===== config.mk =====
export PLATFORM = sky130hd
export DESIGN_NAME = tpvt_ctrl
export DESIGN_NICKNAME = d
export VERILOG_FILES = /design/src/hdl/tpvt_pkg.sv /design/src/hdl/tpvt_ctrl.sv
export SDC_FILE = /design/constraint.sdc
export NUM_CORES = 1
export LEC_CHECK = 0
export BUFFER_PORTS_ARGS = -buffer_cell sky130_fd_sc_hd__buf_2
export CORE_AREA = 2 2 39 41
export CTS_CLUSTER_DIAMETER = 60
export DETAILED_ROUTE_END_ITERATION = 6
export DIE_AREA = 0 0 41 43
export GPL_TIMING_DRIVEN = 1
export PLACE_DENSITY_LB_ADDON = 0.1
export SLEW_MARGIN = 20
export SYNTH_ARGS = -nofsm -noshare
export SYNTH_HDL_FRONTEND = slang
export SYNTH_SLANG_ARGS = --single-unit

===== constraint.sdc =====
create_clock -name clk_i -period 1.5 [get_ports clk_i]
set_input_delay 0.15 -clock clk_i [delete_from_list [all_inputs] [get_ports clk_i]]
set_output_delay 0.15 -clock clk_i [all_outputs]
set_load 0.005 [all_outputs]

===== src/hdl/tpvt_pkg.sv =====
// Shared types and constants for the touch point velocity tracker.
package tpvt_pkg;

  localparam int unsigned PosW    = 20;
  localparam int unsigned VelW    = 32;
  localparam int unsigned TimeW   = 32;
  localparam int unsigned GainW   = 9;
  localparam int unsigned SlotW   = 4;
  localparam int unsigned DeltaW  = 21;  // position difference
  localparam int unsigned NumW    = 31;  // difference times 1000
  localparam int unsigned QuotW   = 31;  // quotient magnitude
  localparam int unsigned SumW    = 43;  // blend sum
  localparam logic [GainW-1:0] GainOne      = 9'd256;
  localparam logic [8:0]       PressureFull = 9'd256;
  localparam logic [9:0]       MsPerS       = 10'd1000;

  typedef enum logic [1:0] {
    KIND_PRESSED    = 2'd0,
    KIND_UPDATED    = 2'd1,
    KIND_STATIONARY = 2'd2,
    KIND_RELEASED   = 2'd3
  } kind_e;

  localparam logic [0:0] RegGain   = 1'b0;
  localparam logic [0:0] RegDevVel = 1'b1;

  typedef struct packed {
    logic [SlotW-1:0]        point_slot;
    logic [1:0]              event_kind;
    logic signed [PosW-1:0]  pos_x;
    logic signed [PosW-1:0]  pos_y;
    logic [8:0]              pressure_in;
    logic                    pressure_known;
    logic [TimeW-1:0]        timestamp_ms;
    logic signed [VelW-1:0]  dev_vel_x;
    logic signed [VelW-1:0]  dev_vel_y;
  } in_word_t;

  typedef struct packed {
    logic [SlotW-1:0]        out_slot;
    logic [1:0]              out_kind;
    logic signed [PosW-1:0]  prev_x;
    logic signed [PosW-1:0]  prev_y;
    logic signed [PosW-1:0]  press_x;
    logic signed [PosW-1:0]  press_y;
    logic [8:0]              pressure_out;
    logic signed [VelW-1:0]  vel_x;
    logic signed [VelW-1:0]  vel_y;
    logic [TimeW-1:0]        held_ms;
  } out_word_t;

  typedef enum logic [3:0] {
    ST_IDLE,
    ST_READ,
    ST_UPDATE,
    ST_DIV_START,
    ST_DIV,
    ST_MULT_NEW,
    ST_MULT_OLD,
    ST_SAT,
    ST_AXIS_NEXT,
    ST_WRITE,
    ST_OUT
  } state_e;

  typedef struct packed {
    logic load;        // capture input word
    logic read;        // latch record
    logic update;      // positions, times, device velocity
    logic div_start;   // set up divider for current axis
    logic div_step;    // one quotient bit
    logic mult_new;    // new velocity times gain
    logic mult_old;    // old velocity times complement
    logic sat;         // floor-shift, saturate, store axis
    logic axis_next;   // move to y axis
    logic write;       // write record back
    logic out_load;    // fill output register
  } cmd_t;

  typedef struct packed {
    logic need_vel;    // computed velocity update required
    logic div_done;
    logic axis_y;
  } sts_t;

endpackage


===== src/hdl/tpvt_ctrl.sv =====
// Sequencer for the touch point velocity tracker.
module tpvt_ctrl (
  input  logic            clk_i,
  input  logic            rst_ni,
  input  logic            in_valid_i,
  output logic            in_stall_o,
  input  logic            out_slot_busy_i,
  input  tpvt_pkg::sts_t  sts_i,
  output tpvt_pkg::cmd_t  cmd_o
);
  import tpvt_pkg::*;

  state_e state_q, state_d;

  always_ff @(posedge clk_i or negedge rst_ni) begin
    if (!rst_ni) begin
      state_q <= ST_IDLE;
    end else begin
      state_q <= state_d;
    end
  end

  always_comb begin
    state_d = state_q;
    case (state_q)
      ST_IDLE:      if (in_valid_i) state_d = ST_READ;
      ST_READ:      state_d = ST_UPDATE;
      ST_UPDATE:    state_d = sts_i.need_vel ? ST_DIV_START : ST_WRITE;
      ST_DIV_START: state_d = ST_DIV;
      ST_DIV:       if (sts_i.div_done) state_d = ST_MULT_NEW;
      ST_MULT_NEW:  state_d = ST_MULT_OLD;
      ST_MULT_OLD:  state_d = ST_SAT;
      ST_SAT:       state_d = sts_i.axis_y ? ST_WRITE : ST_AXIS_NEXT;
      ST_AXIS_NEXT: state_d = ST_DIV_START;
      ST_WRITE:     state_d = ST_OUT;
      ST_OUT:       if (!out_slot_busy_i) state_d = ST_IDLE;
      default:      state_d = ST_IDLE;
    endcase
  end

  always_comb begin
    cmd_o = '0;
    in_stall_o = 1'b1;
    case (state_q)
      ST_IDLE: begin
        in_stall_o = 1'b0;
        cmd_o.load = in_valid_i;
      end
      ST_READ:      cmd_o.read = 1'b1;
      ST_UPDATE:    cmd_o.update = 1'b1;
      ST_DIV_START: cmd_o.div_start = 1'b1;
      ST_DIV:       cmd_o.div_step = 1'b1;
      ST_MULT_NEW:  cmd_o.mult_new = 1'b1;
      ST_MULT_OLD:  cmd_o.mult_old = 1'b1;
      ST_SAT:       cmd_o.sat = 1'b1;
      ST_AXIS_NEXT: cmd_o.axis_next = 1'b1;
      ST_WRITE:     cmd_o.write = 1'b1;
      ST_OUT:       cmd_o.out_load = !out_slot_busy_i;
      default:      cmd_o = '0;
    endcase
  end

  assert property (@(posedge clk_i) disable iff (!rst_ni)
    (state_q == ST_DIV && !sts_i.div_done) |=> state_q == ST_DIV)
    else $error("divider left early");
  assert property (@(posedge clk_i) disable iff (!rst_ni)
    cmd_o.load |=> state_q == ST_READ)
    else $error("accepted word not processed");
  assert property (@(posedge clk_i) disable iff (!rst_ni)
    (state_q == ST_UPDATE && !sts_i.need_vel) |=> state_q == ST_WRITE)
    else $error("skipped write-back");
endmodule


==> results.py, run 1 <==
metrics = {
    "sta": {
        "worst_pin_slew_ns": 0.336,
        "totalNegativeSetupSlack_ns": 0,
        "slew_headroom": 0.776,
        "setup_viol": 0,
        "rsz0062_at_grt": "no",
        "fin_crit_ns": 1.41,
        "hold_viol_final": 0,
        "finClkSkew_ns": 0.00431,
        "fin_crit_sh": 0.939,
        "drv_slew": 0,
        "fmax_mhz": 710,
        "hold-worst-slack_ns": 0.252,
    },
    "synth": {
        "synth_flop_cell": "dfrtp_1",
        "synthCells": 46,
        "synth_commonest_cells": "nor2_1, nor3_1, dfrtp_1, nand2_1",
        "synth.avg_cell_area_um2": 7.53,
        "ys_types": 20,
        "syn-cell-area_um2": 347,
        "synth_edf_count": 0,
        "ys_seq_elements": 4,
        "synth_largest_area_cell": "dfrtp_1",
        "synth_top_cell_area_share": 0.289,
        "yosysMostFrequentCell": "nor2_1",
        "mappedNetlistNets": 53,
        "yosysWarnings": 0,
        "ys_async_sr_fraction": 1.00,
        "seq_area_frac_synth": 0.289,
        "synth_area_leaders": "dfrtp_1, nor3_1, nor2_1, buf_4, nand2b_1",
    },
    "drt": {
        "drc": 0,
        "wl_per_cell_um": 11.4,
        "viasPerCell": 4.84,
        "final_antenna_net_count": 0,
        "via_count": 421,
        "drtIter0Drc": 12,
        "routed_wl_um": 989,
        "first_pass_iters": 4,
    },
    "floorplanning": {
        "die_width_um": 41,
        "initial_utilization": 0.250,
        "rows": 14,
        "coreArea_mm2": 0.00138,
        "die_h_um": 43,
        "die-area_mm2": 0.00176,
        "ios": 19,
    },
    "worst_hold_path": {
        "worstHoldPathType": "primary input to async pin",
    },
    "grt": {
        "grt-ovfl-total": 0,
        "grt_util_all_layers": 0.135,
        "antenna_found_initial": 0,
        "grt_max_degree": 12,
        "first_global_vias": 372,
        "grt_pass1_wl_mm": 1.55,
    },
    "cells_and_area": {
        "insertedDiodeCount": 0,
        "fin_nets": 80,
        "layoutNonFillerInstCount": 87,
        "largest_reg_flops": 4,
        "syn2layout_area_growth_pct": 49.1,
        "top_regs": "state_q: 4 flops",
        "largest_register": "state_q",
        "drive_gt1_frac": 0.479,
    },
    "critical_path": {
        "slowest_stage": "dfrtp_2",
        "endpoint_kind": "primary output",
        "critPathKind": "register to primary output",
        "cp_max_fo": 8,
        "startpoint_type": "register",
        "worstRegToRegCells": 4,
        "crit_chain": "nand2b_2 -> nor3_1 -> buf_2",
        "cp.arrival_ns": 1.26,
        "max_stage_delay_ns": 0.45,
        "worstPathRequired_ns": 1.35,
    },
    "clock_network": {
        "root_buffer": "clkbuf_4",
        "h-tree-depth": 1,
        "clk_latency_ns": 0.23,
        "cts_buffer_depth": 2,
        "cts.sinks": 4,
        "cts_buffers": 3,
        "clk_pin_slew_ns": 0.04,
        "cts_tree": "yes",
    },
    "placement": {
        "post-place-cells": 81,
        "portBuffers": 18,
        "post-dp-hpwl_um": 723,
        "place_congestion": 0.701,
    },
    "power_and_ir_drop": {
        "p_sw_frac": 0.433,
        "p_seq_frac": 0.260,
        "p_total_w": 0.00106,
        "pwr-share-comb": 0.617,
        "p_per_area_mw_per_mm2": 2050,
        "vdd_drop_max_v": 0.000765,
        "p_leak_nw": 0.270,
        "p_int_w": 0.000601,
        "power_switching_w": 0.000460,
        "pwr-share-clk": 0.123,
    },
    "outcome": {
        "outcome": "completed",
    },
    "flow_run": {
        "max-cap-violations": 0,
    },
}
-- layout make-up --
| type | count | area [µm²] |
|---|---|---|
| clock buffer | 3 | 22.5 |
| fill | 153 | 867 |
| inverter | 1 | 3.75 |
| multi-input combinational | 37 | 214 |
| sequential | 4 | 104 |
| tap | 16 | 20.0 |
| timing repair buffer | 26 | 153 |
-- per-stage QoR --
step	area, µm²	util	setup WS, ns
final	517	0.373	0.0918
after global routing	517	0.373	0.00395
after CTS	494	0.357	0.0207
after detailed placement	460	0.333	0.233
after global placement	460	0.333	0.252
after floorplan	347	-	0.479
-- per-layer routing --
layer / share of wire / track usage
met1: 0.45 / 0.192
met2: 0.50 / 0.178
met3: 0.046 / 0
met4: 0 / 0.120
met5: 0 / 0
-- power groups by stage --
stage / registers (W) / logic [W] / clock network (W)
4_1_cts: 0.000273 / 0.000611 / 0.000140
3_5_place_dp: 0.000271 / 0.000607 / 0
2_1_floorplan: 0.000200 / 0.000482 / 0
3_3_place_gp: 0.000266 / 0.000609 / 0
6_report: 0.000276 / 0.000655 / 0.000130
5_1_grt: 0.000288 / 0.000748 / 0.000140
-- cells by family (layout without fill, tap and decap cells) --
kind of cell,count (synthesis),count (layout),synth area share
AND/OR/NAND/NOR,27,27,0.361
AO/OA/AOI/OAI,8,8,0.188
buffers and inverters,5,30,0.108
flip-flops,4,4,0.289
XOR/XNOR,1,1,0.0253
multiplexers,1,1,0.0289
-- cells in the final DEF (no fill, tap or decap), drive strengths merged --
cell type     n
a22o          1
a21o          1
nand2         4
and3          1
inv           1
buf          25
dlygate4sd3   1
o32a          1
mux2i         1
a31oi         1
xor2          1
clkbuf        3
nor2         10
o32ai         1
a222oi        1
dfrtp         4
nor3          8
o21ai         2
or2b          1
nand2b        3
-- worst paths after layout --
path	start	endpoint	slack [ns]
setup / recovery	state_q[3]	cmd_o[6]	0.09
hold / removal	rst_ni	state_q[1]	0.25
setup reg to reg	state_q[1]	state_q[0]	0.21
hold reg to reg	state_q[3]	state_q[2]	0.54
max in group asynchronous	rst_ni	state_q[0]	1.12
min in group clk_i	sts_i[2]	state_q[1]	0.26
-- timing repair --
item,in CTS,in global routing
endpoints found under the setup margin,2,4
buffers inserted,0,2
hold buffers,1,0
hold endpoints to repair,4,0
gates resized for setup,1,4
-- worst max-delay path: cells and delay by family (launching register included) --
family        cells  cell delay (ns)
simple gates      2             0.43
flops             1             0.45
buf+inv           1             0.14
Power figures use the tool's default switching activity.
==> run 2: changes to the inputs <==
--- a/constraint.sdc
+++ b/constraint.sdc
@@ -3,2 +3,2 @@
 set_output_delay 0.15 -clock clk_i [all_outputs]
-set_load 0.005 [all_outputs]
+set_load 0.01 [all_outputs]
==> results.py, run 2 (same netlist as run 1, synthesis figures left out) <==
metrics = {
    "critical_path": {
        "worstPathRequired_ns": 1.35,
        "path_depth": 3,
        "cp_max_fo": 8,
        "path_delay_family": "flip-flops",
        "max_stage_delay_ns": 0.45,
        "critPathKind": "register to primary output",
        "startpoint_type": "register",
        "endpoint_kind": "primary output",
        "worst-path-buf-inv": 1,
        "crit_chain": "nand2b_2 -> nor3_1 -> buf_2",
        "cp.arrival_ns": 1.27,
        "worstRegToRegCells": 4,
        "slowest_stage": "dfrtp_2",
    },
    "sta": {
        "fin_crit_sh": 0.945,
        "drv_slew": 0,
        "totalNegativeSetupSlack_ns": 0,
        "finClkSkew_ns": 0.00466,
        "worst_pin_slew_ns": 0.330,
        "fin_crit_ns": 1.42,
        "slew_headroom": 0.780,
        "fmax_mhz": 705,
        "setup_viol": 0,
        "rsz0062_at_grt": "no",
        "hold_viol_final": 0,
    },
    "clock_network": {
        "cts_tree": "yes",
        "clk_latency_ns": 0.23,
        "cts.sinks": 4,
        "root_buffer": "clkbuf_4",
        "cts_buffer_depth": 2,
        "clk_pin_slew_ns": 0.04,
        "cts_buffers": 3,
        "h-tree-depth": 1,
    },
    "cells_and_area": {
        "layoutNonFillerInstCount": 90,
        "syn2layout_area_growth_pct": 55.6,
        "drive_gt1_frac": 0.500,
        "final_common_cell": "buf_2",
        "fin_util": 0.390,
        "top_regs": "state_q: 4 flops",
        "largest_register": "state_q",
        "layout_common_cells": "buf_2, buf_4, nor2_1",
        "largest_reg_flops": 4,
        "fin_nets": 83,
        "insertedDiodeCount": 0,
    },
    "drt": {
        "wl_per_cell_um": 11.1,
        "routed_wl_um": 999,
        "drtIter0Drc": 12,
        "final_antenna_net_count": 0,
        "via_count": 425,
        "viasPerCell": 4.72,
        "drc": 0,
        "first_pass_iters": 7,
    },
    "placement": {
        "place_congestion": 0.701,
        "post-place-cells": 81,
        "post-dp-hpwl_um": 723,
        "portBuffers": 18,
    },
    "grt": {
        "grt-ovfl-total": 0,
        "first_global_vias": 372,
        "antenna_found_initial": 0,
        "grt_max_degree": 12,
        "grt_pass1_wl_mm": 1.55,
        "grt_util_all_layers": 0.135,
    },
    "power_and_ir_drop": {
        "power_switching_w": 0.000505,
        "pwr-share-comb": 0.657,
        "p_seq_frac": 0.229,
        "p_leak_nw": 0.284,
        "p_int_w": 0.000651,
        "p_per_area_mw_per_mm2": 2140,
        "p_sw_frac": 0.437,
        "pwr-share-clk": 0.114,
        "vdd_drop_max_v": 0.000830,
    },
    "flow_run": {
        "max-cap-violations": 0,
    },
    "floorplanning": {
        "die_h_um": 43,
        "die_width_um": 41,
        "rows": 14,
        "ios": 19,
        "die-area_mm2": 0.00176,
        "coreArea_mm2": 0.00138,
        "initial_utilization": 0.250,
    },
    "worst_hold_path": {
        "worstHoldPathType": "primary input to async pin",
    },
    "outcome": {
        "outcome": "completed",
    },
}
==> run 2: changes by cell type in the layout (fill, tap and decap cells not counted) <==
cell | previous run | this run
buf_4 | 7 | 10
==> run 2: area by class of cell <==
class	count	area (µm²)
Tap cell	16	20.0
Sequential cell	4	104
Fill cell	152	845
Timing Repair Buffer	29	175
Clock buffer	3	22.5
Multi-Input combinational cell	37	214
Inverter	1	3.75
==> run 2: path summary, 6_finish.rpt <==
kind	startpoint	to	slack, ns
min in group clk_i	sts_i[2]	state_q[1]	0.26
max in group asynchronous	rst_ni	state_q[0]	1.12
min reg2reg	state_q[3]	state_q[2]	0.54
min	rst_ni	state_q[1]	0.25
max reg2reg	state_q[1]	state_q[0]	0.24
max	state_q[3]	cmd_o[6]	0.08
==> run 2: repair_timing <==
action / 4_1_cts / 5_1_grt
endpoints found under the setup margin: 3 / 6
hold buffers: 1 / 0
buffers inserted: 0 / 5
hold endpoints to repair: 4 / 0
resized for setup: 1 / 4
==> run 2: power groups by stage <==
stage	combinational, W	sequential, W	clock, W
after CTS	0.000648	0.000273	0.000140
after detailed placement	0.000643	0.000271	0
final	0.000759	0.000265	0.000132
after global placement	0.000645	0.000266	0
after floorplan	0.000518	0.000200	0
after global routing	0.000856	0.000276	0.000142
==> run 2: stage by stage <==
stage | hold WS [ns] | setup slack [ns] | instance area [µm²] | total power [W]
after detailed placement | -0.0420 | 0.215 | 460 | 0.000914
after global routing | 0.263 | 0.00558 | 539 | 0.00127
after global placement | -0.0424 | 0.234 | 460 | 0.000912
after floorplan | -0.146 | 0.382 | 347 | 0.000717
after CTS | 0.237 | 0.00275 | 494 | 0.00106
final | 0.250 | 0.0823 | 539 | 0.00116
==> run 2: layer usage <==
layer  GRT usage  vias up  part of all wire
li1            -      216                 -
met3           0        0             0.055
met2       0.178       16              0.50
met5           0        -                 0
met4       0.120        0                 0
met1       0.192      193              0.44
==> run 3: changes to the inputs <==
--- a/constraint.sdc
+++ b/constraint.sdc
@@ -3,2 +3,2 @@
 set_output_delay 0.15 -clock clk_i [all_outputs]
-set_load 0.01 [all_outputs]
+set_load 0.05 [all_outputs]
==> results.py, run 3 (same netlist as run 1, synthesis figures left out) <==
metrics = {
    "outcome": {
        "outcome": "completed",
    },
    "sta": {
        "fin_crit_sh": 0.958,
        "drv_slew": 0,
        "hold_viol_final": 0,
        "worst_pin_slew_ns": 0.267,
        "fmax_mhz": 696,
        "fin_crit_ns": 1.44,
        "hold-worst-slack_ns": 0.249,
        "slew_headroom": 0.822,
        "rsz0062_at_grt": "yes",
        "setup_viol": 0,
        "totalNegativeSetupSlack_ns": 0,
        "finClkSkew_ns": 0.00952,
    },
    "critical_path": {
        "endpoint_kind": "primary output",
        "worstPathRequired_ns": 1.35,
        "r2r_start": "state_q[3]",
        "r2r-end": "state_q[0]",
        "cp.arrival_ns": 1.29,
        "r2r_slack_ns": 0.20,
        "cp_max_fo": 9,
        "startpoint_type": "register",
        "worstRegToRegCells": 4,
        "critPathKind": "register to primary output",
    },
    "clock_network": {
        "clk_pin_slew_ns": 0.04,
        "clk_latency_ns": 0.24,
        "cts_tree": "yes",
        "h-tree-depth": 1,
        "cts_buffers": 3,
        "cts_buffer_depth": 2,
        "cts.sinks": 4,
        "root_buffer": "clkbuf_4",
    },
    "drt": {
        "drc": 0,
        "routed_wl_um": 990,
        "via_count": 415,
        "final_antenna_net_count": 0,
        "first_pass_iters": 4,
        "viasPerCell": 4.77,
        "wl_per_cell_um": 11.4,
        "drtIter0Drc": 4,
    },
    "cells_and_area": {
        "layout_common_cells": "buf_4, nor2_1, buf_2",
        "fin_nets": 80,
        "fill_cells": 148,
        "syn2layout_area_growth_pct": 72.2,
        "multi_input_area_um2": 258,
        "register_area_um2": 101,
        "top_regs": "state_q: 4 flops",
        "drive_gt1_frac": 0.577,
        "final_common_cell": "buf_4",
        "largest_reg_flops": 4,
        "largest_register": "state_q",
        "insertedDiodeCount": 0,
    },
    "power_and_ir_drop": {
        "p_per_area_mw_per_mm2": 2560,
        "p_leak_nw": 0.290,
        "p_total_w": 0.00153,
        "vdd_drop_max_v": 0.000882,
    },
    "placement": {
        "place_congestion": 0.703,
        "post-dp-hpwl_um": 804,
        "portBuffers": 18,
    },
    "grt": {
        "first_global_vias": 386,
        "grt_pass1_wl_mm": 1.61,
        "grt-ovfl-total": 0,
        "grt_util_all_layers": 0.135,
        "grt_max_degree": 11,
        "antenna_found_initial": 0,
    },
    "floorplanning": {
        "ios": 19,
        "die_width_um": 41,
        "coreArea_mm2": 0.00138,
        "die-area_mm2": 0.00176,
        "rows": 14,
        "die_h_um": 43,
        "initial_utilization": 0.250,
    },
    "flow_run": {
        "max-cap-violations": 0,
    },
    "worst_hold_path": {
        "worstHoldPathType": "primary input to async pin",
    },
}
-- run 3: worst max path at each step --
stage,startpoint,end
after floorplan,state_q[1],cmd_o[1]
after global placement,state_q[0],cmd_o[0]
after detailed placement,state_q[0],cmd_o[0]
after CTS,state_q[0],cmd_o[8]
after global routing,state_q[1],cmd_o[9]
final,state_q[1],cmd_o[9]
-- run 3: report_power, final --
group	switching [W]	internal, W
logic	0.000711	0.000453
clock network	0.0000443	0.0000895
registers	0.0000691	0.000164
total	0.000825	0.000706
-- run 3: per-stage QoR --
| step | cell area (µm²) | cells | setup WS, ns | util |
|---|---|---|---|---|
| global placement | 505 | 83 | 0.198 | 0.365 |
| CTS | 556 | 87 | 0.000902 | 0.401 |
| finish | 597 | 87 | 0.0628 | 0.431 |
| floorplan | 377 | 46 | -0.0391 | - |
| detailed placement | 505 | 83 | 0.208 | 0.365 |
| global route | 597 | 87 | -0.0200 | 0.431 |
-- run 3: final cells by class --
class | instances | share of cell area
sequential | 4 | 0.170
inverter | 1 | 0.00629
multi-input combinational | 37 | 0.432
timing repair buffer | 26 | 0.321
clock buffer | 3 | 0.0377
tap | 16 | 0.0335
-- run 3: metal layers --
layer | up-vias | part of all wire | track usage | routed length, µm
li1 | 212 | - | - | -
met1 | 190 | 0.46 | 0.157 | 457
met2 | 13 | 0.49 | 0.213 | 489
met3 | 0 | 0.044 | 0.0314 | 44
met4 | 0 | 0 | 0.0800 | 0
met5 | - | 0 | 0 | 0
-- run 3: worst max-delay path, cell delays in order, from the launching register on --
cell and delay, ns:
dfrtp_1 0.38, buf_4 0.17, nand2b_4 0.16, nor3_2 0.17
buf_6 0.18
-- run 3: what timing repair did --
item | in CTS | in global routing
endpoints found under the setup margin | 7 | 10
hold buffers | 1 | 0
pin swaps | 0 | 1
hold endpoints to repair | 4 | 0
setup buffers | 0 | 0
resized for setup | 7 | 17
